<file path="config.mk">
export PLATFORM = sky130hd
export DESIGN_NAME = sorted_priority_queue
export DESIGN_NICKNAME = d
export VERILOG_FILES = /design/src/hdl/sqp_pkg.sv /design/src/hdl/sqp_cell.sv /design/src/hdl/sorted_priority_queue.sv
export SDC_FILE = /design/constraint.sdc
export NUM_CORES = 2
export LEC_CHECK = 0
export BUFFER_PORTS_ARGS = -buffer_cell sky130_fd_sc_hd__buf_2
export CAP_MARGIN = 10
export CORE_ASPECT_RATIO = 1.75
export CORE_MARGIN = 5
export CORE_UTILIZATION = 60
export DETAILED_ROUTE_END_ITERATION = 16
export PLACE_DENSITY = 0.75
export SLEW_MARGIN = 20
export SYNTH_ARGS = -nofsm -noshare
export SYNTH_HDL_FRONTEND = slang
export SYNTH_SLANG_ARGS = --single-unit
</file>
<file path="constraint.sdc">
create_clock -name clk_i -period 12.4 [get_ports clk_i]
set_clock_uncertainty 0.2 [all_clocks]
set_input_delay 1.24 -clock clk_i [delete_from_list [all_inputs] [get_ports clk_i]]
set_output_delay 1.24 -clock clk_i [all_outputs]
set_load 0.05 [all_outputs]
</file>
<file path="src/hdl/sqp_pkg.sv">
// ----------------------------------------------------------------------------
// sqp_pkg
// Types, codes and sizing shared by the sorted priority queue and its cells.
// ----------------------------------------------------------------------------
package sqp_pkg;

  localparam int unsigned Depth = 16;
  localparam int unsigned CntW  = $clog2(Depth + 1);
  localparam int unsigned KeyW  = 32;

  // operation codes; codes five to seven only report the head
  localparam logic [2:0] OP_INSERT = 3'd0;
  localparam logic [2:0] OP_DELETE = 3'd1;
  localparam logic [2:0] OP_FIND   = 3'd2;
  localparam logic [2:0] OP_PEEK   = 3'd3;
  localparam logic [2:0] OP_CLEAR  = 3'd4;

  typedef enum logic [1:0] {
    ST_OK        = 2'd0,
    ST_FULL      = 2'd1,
    ST_NOT_FOUND = 2'd2,
    ST_EMPTY     = 2'd3
  } status_e;

  typedef struct packed {
    logic [2:0]             op;
    logic signed [KeyW-1:0] key;
  } req_t;

  typedef struct packed {
    logic [1:0]             status;
    logic signed [KeyW-1:0] result_key;
    logic [4:0]             count;
  } rsp_t;

  // broadcast to every cell of the chain
  typedef struct packed {
    logic                   ins;
    logic                   del;
    logic                   clr;
    logic signed [KeyW-1:0] key;
  } cmd_t;

  // what a cell shows its neighbors
  typedef struct packed {
    logic signed [KeyW-1:0] key;
    logic                   valid;
    logic                   le;     // valid and key <= request key
    logic                   eq;     // valid and key == request key
  } nb_t;

endpackage

</file>
<file path="src/hdl/sqp_cell.sv">
// ----------------------------------------------------------------------------
// sqp_cell
// One slot of the sorted chain: holds a key, shifts right on insert and
// left on delete, deciding from its own compare and its neighbors'.
// ----------------------------------------------------------------------------
module sqp_cell (
  input  logic          clk_i,
  input  logic          rst_ni,
  input  sqp_pkg::cmd_t cmd_i,
  input  sqp_pkg::nb_t  left_i,
  input  sqp_pkg::nb_t  right_i,
  output sqp_pkg::nb_t  nb_o
);
  import sqp_pkg::*;

  logic signed [KeyW-1:0] key_q, key_d;
  logic                   valid_q, valid_d;
  logic                   le, eq;

  assign le = valid_q && (key_q <= cmd_i.key);
  assign eq = valid_q && (key_q == cmd_i.key);

  always_comb begin
    key_d   = key_q;
    valid_d = valid_q;
    priority if (cmd_i.clr) begin
      valid_d = 1'b0;
    end else if (cmd_i.ins) begin
      // keep anything not above the new key, else open a gap or shift right
      if (!le) begin
        if (left_i.le) begin
          key_d   = cmd_i.key;
          valid_d = 1'b1;
        end else if (left_i.valid) begin
          key_d   = left_i.key;
          valid_d = 1'b1;
        end
      end
    end else if (cmd_i.del) begin
      // entries at or above the key close up from the right
      if (valid_q && (!le || eq)) begin
        key_d   = right_i.key;
        valid_d = right_i.valid;
      end
    end
  end

  always_ff @(posedge clk_i or negedge rst_ni) begin
    if (!rst_ni) begin
      valid_q <= 1'b0;
    end else begin
      valid_q <= valid_d;
    end
  end

  always_ff @(posedge clk_i) begin
    key_q <= key_d;
  end

  assign nb_o = '{key: key_q, valid: valid_q, le: le, eq: eq};

endmodule

</file>
<file path="src/hdl/sorted_priority_queue.sv">
// ----------------------------------------------------------------------------
// sorted_priority_queue
// Bounded priority queue kept as a chain of sorted cells; smallest key first.
// ----------------------------------------------------------------------------
//
//   channel | direction | handshake                 | payload
//   --------+-----------+---------------------------+-----------------------
//   req     | in        | req_valid_i / req_ready_o | req_i  (op, key)
//   rsp     | out       | rsp_valid_o / rsp_ready_i | rsp_o  (status, key, count)
//
// For each request, every cell compares its key with the request
// key in the same cycle and shifts or holds, so the chain is updated at the
// accepting edge and one response per request lands in the response register.
// A new request is taken when no response is held or the held one is taken in the same cycle;
// a stalled response holds the request side until it drains.
// Reset empties the chain at once (cell valid bits and count clear).
// ----------------------------------------------------------------------------
module sorted_priority_queue (
  input  logic          clk_i,
  input  logic          rst_ni,
  input  logic          req_valid_i,
  output logic          req_ready_o,
  input  sqp_pkg::req_t req_i,
  output logic          rsp_valid_o,
  input  logic          rsp_ready_i,
  output sqp_pkg::rsp_t rsp_o
);
  import sqp_pkg::*;

  nb_t              nb [Depth];
  cmd_t             cmd;
  logic             acc;
  logic             found;
  logic             full;
  logic             empty;
  logic [CntW-1:0]  count_q, count_d;
  logic             rsp_valid_q;
  rsp_t             rsp_q, rsp_d;

  // one response per request: accept whenever the response slot frees up
  assign req_ready_o = !rsp_valid_q || rsp_ready_i;
  assign acc         = req_valid_i && req_ready_o;

  assign full  = (count_q == CntW'(Depth));
  assign empty = (count_q == '0);

  // any held entry equal to the request key
  always_comb begin
    found = 1'b0;
    for (int i = 0; i < Depth; i++) begin
      found = found | nb[i].eq;
    end
  end

  // broadcast command; gate shifts so refused operations leave the chain alone
  always_comb begin
    cmd.key = req_i.key;
    cmd.ins = acc && (req_i.op == OP_INSERT) && !full;
    cmd.del = acc && (req_i.op == OP_DELETE) && found;
    cmd.clr = acc && (req_i.op == OP_CLEAR);
  end

  // the chain
  for (genvar g = 0; g < Depth; g++) begin : g_cell
    nb_t left, right;
    if (g == 0) begin : g_first
      assign left = '{key: '0, valid: 1'b1, le: 1'b1, eq: 1'b0};
    end else begin : g_mid_l
      assign left = nb[g-1];
    end
    if (g == Depth - 1) begin : g_last
      assign right = '{key: '0, valid: 1'b0, le: 1'b0, eq: 1'b0};
    end else begin : g_mid_r
      assign right = nb[g+1];
    end
    sqp_cell u_cell (
      .clk_i   (clk_i),
      .rst_ni  (rst_ni),
      .cmd_i   (cmd),
      .left_i  (left),
      .right_i (right),
      .nb_o    (nb[g])
    );
  end

  // count after the operation
  always_comb begin
    count_d = count_q;
    priority if (cmd.clr) begin
      count_d = '0;
    end else if (cmd.ins) begin
      count_d = count_q + CntW'(1);
    end else if (cmd.del) begin
      count_d = count_q - CntW'(1);
    end
  end

  // build the response from the state before the edge; the count is the one after the operation
  always_comb begin
    rsp_d.status     = ST_OK;
    rsp_d.result_key = '0;
    rsp_d.count      = 5'(count_d);
    unique case (req_i.op)
      OP_INSERT: begin
        if (full) begin
          rsp_d.status     = ST_FULL;
          rsp_d.result_key = nb[0].key;
        end else if (nb[0].le) begin
          rsp_d.result_key = nb[0].key;
        end else begin
          // new key becomes the head
          rsp_d.result_key = req_i.key;
        end
      end
      OP_DELETE, OP_FIND: begin
        if (empty) begin
          rsp_d.status = ST_EMPTY;
        end else if (!found) begin
          rsp_d.status = ST_NOT_FOUND;
        end else begin
          rsp_d.result_key = req_i.key;
        end
      end
      OP_PEEK: begin
        if (empty) begin
          rsp_d.status = ST_EMPTY;
        end else begin
          rsp_d.result_key = nb[0].key;
        end
      end
      OP_CLEAR: begin
        rsp_d.result_key = '0;
      end
      default: begin
        // unused codes report the head
        if (!empty) begin
          rsp_d.result_key = nb[0].key;
        end
      end
    endcase
  end

  always_ff @(posedge clk_i or negedge rst_ni) begin
    if (!rst_ni) begin
      count_q     <= '0;
      rsp_valid_q <= 1'b0;
    end else begin
      count_q <= count_d;
      if (acc) begin
        rsp_valid_q <= 1'b1;
      end else if (rsp_ready_i) begin
        rsp_valid_q <= 1'b0;
      end
    end
  end

  // hold the response until it is taken
  always_ff @(posedge clk_i) begin
    if (acc) begin
      rsp_q <= rsp_d;
    end
  end

  assign rsp_valid_o = rsp_valid_q;
  assign rsp_o       = rsp_q;

endmodule
</file>
==> impl_metrics.py <==
metrics = {
    "status": {
        "run_status": "complete, no violations",
    },
    "grt": {
        "vias_in_the_first_global_route": 34600,
        "gr-usage-all-layers": 0.3617,
        "first_pass_grt_wire_length_um": 208500,
        "gr-total-overflow": 0,
        "antenna_found_initial": 2,
        "grt_start_max_net_pins": 257,
    },
    "timing": {
        "timing.final.hold_violations": 0,
        "achievable-frequency_mhz": 151.5,
        "timing.final.crit_period_ns": 6.599,
        "grt_setup_unrepaired": "false",
        "timing_worst_slew_pin_value_ns": 1.198,
        "setup-tns-final_ns": 0,
        "post-route-period-util": 0.5322,
        "worst_slew_margin_rel": 0.1942,
        "slew_viol_final": 0,
        "final-setup-viol-count": 0,
    },
    "route": {
        "detail_route.wl_per_cell_um": 27.57,
        "residual_antenna_violating_net_count_after_detailed_routing": 0,
        "routed-via-count": 35920,
        "detail_route.wirelength_um": 139500,
        "detail_route.iter0.violations": 4379,
        "drtPass1Iterations": 8,
        "post_drt_via_cell_ratio": 7.099,
        "drc": 0,
    },
    "setup_path": {
        "cp_slowest_stage_delay_ns": 0.80,
        "reg2reg_to": "rsp_o[15]",
        "reg2reg_slack_ns": 6.81,
        "critical_path.max_fanout": 50,
        "timing.rr.start": "g_cell[0].u_cell.key_q[27]",
        "cpLargestDelayFamily": "buffers and inverters",
        "cp_num_buf_inv": 4,
        "timing.reg2reg.worst_path_depth": 11,
        "cp_cell_sequence": "buf_2, inv_1, ha_1, nand4_1, nor4_2, o311ai_1, and4b_1, xor2_1, a21bo_4, buf_4, a21o_1, buf_4, a22o_1",
        "arrival_ns": 6.92,
        "cp-start-kind": "primary input",
        "crit_type": "primary input to flop",
        "worst_path_most_repeated_cell": "sky130_fd_sc_hd__buf_4",
        "crit_end_category": "flop",
        "critical_path.slowest_cell": "sky130_fd_sc_hd__nor4_2",
        "cp.required_ns": 12.72,
    },
    "synth": {
        "compound_gate_fraction_of_synth_area": 0.1839,
        "synth_area_leaders": "sky130_fd_sc_hd__edfxtp_1, sky130_fd_sc_hd__ha_1, sky130_fd_sc_hd__mux2i_1",
        "post_syn_nets": 4758,
        "number_of_unique_standard_cell_types_used_by_synthesis": 83,
        "synthDominantAreaCellType": "sky130_fd_sc_hd__edfxtp_1",
        "synth_cells": 4205,
        "synth_top_family_by_area": "compound AO/OA/AOI/OAI gates",
        "synth_simple_gate_area_frac": 0.1435,
        "syn_area_per_cell_um2": 9.837,
        "post_synth_xor_area_fraction": 0.001059,
        "synth_most_common_cell": "sky130_fd_sc_hd__nand2_1",
        "ys_warn_count": 0,
        "synth_edf_count": 551,
        "synth_adder_area_share": 0.1555,
        "flops_latches_synth": 573,
        "synth.yosys.seq_area_share": 0.4133,
        "post_synthesis_async_set_or_reset_flop_share": 0.03839,
        "synth_top_cells_by_count": "sky130_fd_sc_hd__nand2_1, sky130_fd_sc_hd__edfxtp_1, sky130_fd_sc_hd__ha_1",
        "post_synth_instance_area_um2": 41370,
        "synthDominantCellAreaShare": 0.4000,
        "synth_mux_area_frac": 0.06766,
        "ys_dominant_reg_cell": "sky130_fd_sc_hd__edfxtp_1",
    },
    "clocking": {
        "cts_repair_resize_count": 0,
        "clock-sinks": 573,
        "clock_insertion_delay_worst_skew_ns": 0.67,
        "setup_fix_buffers_added_after_clock_tree_synthesis": 0,
        "clock_path_buffers": 3,
        "cts_hold_buf": 0,
        "cts.root.buffer_cell": "sky130_fd_sc_hd__clkbuf_16",
        "h-tree-depth": 2,
        "cts_made_buffers": 55,
        "clk_pin_slew_worst_paths_ns": 0.06,
        "cts_tree": "yes",
    },
    "finish": {
        "finalNetCount": 4663,
        "area_growth_syn_to_layout_pct": 7.114,
        "final_cell_area_um2": 44310,
        "final_util": 0.6470,
        "drive_above_1_share": 0.06691,
    },
    "floorplan": {
        "initial_core_util": 0.6040,
        "die_width_um": 208.5,
        "core_area_um2": 68490,
        "row_count": 127,
        "top_level_ports": 80,
        "die_area_um2": 74500,
        "dieHeight_um": 357.3,
    },
    "hold_path": {
        "hp-class": "flop to flop",
        "min_delay_path_depth": 2,
        "hold_path_end": "rsp_valid_o",
        "hold_path_startpoint": "rsp_valid_o",
    },
    "placement": {
        "placed_cell_area_um2": 42440,
        "routability_cong": 0.9871,
        "placement.io_buffers": 79,
        "post-dp-hpwl_um": 102000,
    },
    "power_and_ir_drop": {
        "vdd_drop_max_mv": 0.1135,
        "static_leakage_uw": 0.01775,
        "p_per_area_nw_per_um2": 103.7,
    },
    "flow_run": {
        "timing.max_cap.violations": 0,
    },
}
[worst reg2reg max path: stages (launching register included)]
cell	delay [ns]
sky130_fd_sc_hd__edfxtp_1	0.48
sky130_fd_sc_hd__ha_1	0.36
sky130_fd_sc_hd__nand4_1	0.26
sky130_fd_sc_hd__nor4_2	0.81
sky130_fd_sc_hd__o311ai_1	0.34
sky130_fd_sc_hd__and4b_1	0.29
sky130_fd_sc_hd__xor2_1	0.50
sky130_fd_sc_hd__a21bo_4	0.68
sky130_fd_sc_hd__buf_4	0.64
sky130_fd_sc_hd__a21o_1	0.22
sky130_fd_sc_hd__buf_4	0.40
sky130_fd_sc_hd__a22o_1	0.28
[cell families (layout without fill, tap and decap cells)]
family / after synthesis / count (layout)
simple gates: 1284 / 1284
compound gates: 1188 / 1188
flops: 573 / 573
fa+ha+maj: 514 / 514
buf+inv: 362 / 312
mux: 279 / 279
xor+xnor: 5 / 5
other cells: 0 / 2
[metrics by stage]
| step | instances | hold WS (ns) | power [uW] | worst slack [ns] |
|---|---|---|---|---|
| 2_1_floorplan | 4205 | 0.2809 | 2655 | 5.025 |
| 3_3_place_gp | 4953 | 0.3101 | 2836 | 5.324 |
| 3_5_place_dp | 4953 | 0.3384 | 2850 | 5.311 |
| 4_1_cts | 5055 | 0.3629 | 4573 | 5.975 |
| 5_1_grt | 5058 | 0.3867 | 4721 | 5.608 |
| 6_report | 5060 | 0.3488 | 4596 | 5.801 |
[sequential cells by signal, indices dropped and copies added, names as in the netlist]
signal and count:
count_q 5, g_cell.u_cell.key_q 512, g_cell.u_cell.valid_q 16, rsp_o 39, rsp_valid_o 1
[worst max path at each step]
stage                            from                        end  slack [ns]  cells after the start
after detailed placement    req_i[25]                  rsp_o[15]        5.31                     13
final                       req_i[25]                  rsp_o[15]        5.80                     13
after global placement      req_i[25]                  rsp_o[15]        5.32                     13
after floorplan           rsp_ready_i  g_cell[9].u_cell.key_q[0]        5.03                      8
after global routing        req_i[30]                  rsp_o[15]        5.61                     13
after CTS                   req_i[25]                  rsp_o[15]        5.98                     13
[cells in the final DEF (no fill, tap or decap), drive strengths merged, types with 6 or more instances in the layout]
cell,count
nand4,123
a311oi,95
a21oi,269
mux2i,274
nand2b,13
buf,137
nor3,97
o22ai,8
inv,74
a22o,34
a21o,85
nand3,237
nor2,155
and3,12
dfrtp,22
a22oi,6
ha,514
o31ai,10
and4,6
clkbuf,71
o221ai,7
nand2,555
nor4,28
o21ai,374
bufinv,6
o211ai,171
a31oi,7
o21a,14
a211oi,59
clkinv,22
and2,9
nor2b,25
edfxtp,551
a221oi,6
[where the power goes]
part           leakage [uW]  internal, uW  total [uW]  switching, uW
Clock              0.000874           960        1760            800
Combinational        0.0116           203         657            454
Sequential          0.00528          2140        2180           38.9
Total                0.0177          3300        4600           1290
[per-layer routing]
layer	vias to the layer above	global-route usage	share of wire
li1	16040	-	-
met1	17110	0.4560	0.36
met2	2210	0.5685	0.45
met3	561	0.05238	0.095
met4	0	0.2658	0.091
met5	-	0	0
[final cells by class]
class	count	area (um^2)
fillers	5568	24180
multi-input cells	3270	23110
flip-flops and latches	573	17100
clock buffers	71	1468
well taps	903	1130
repair buffers	137	903.4
clock inverters	31	315.3
inverters	73	274.0
diodes	2	5.005
Note: power is estimated with default switching activity, not from simulation.
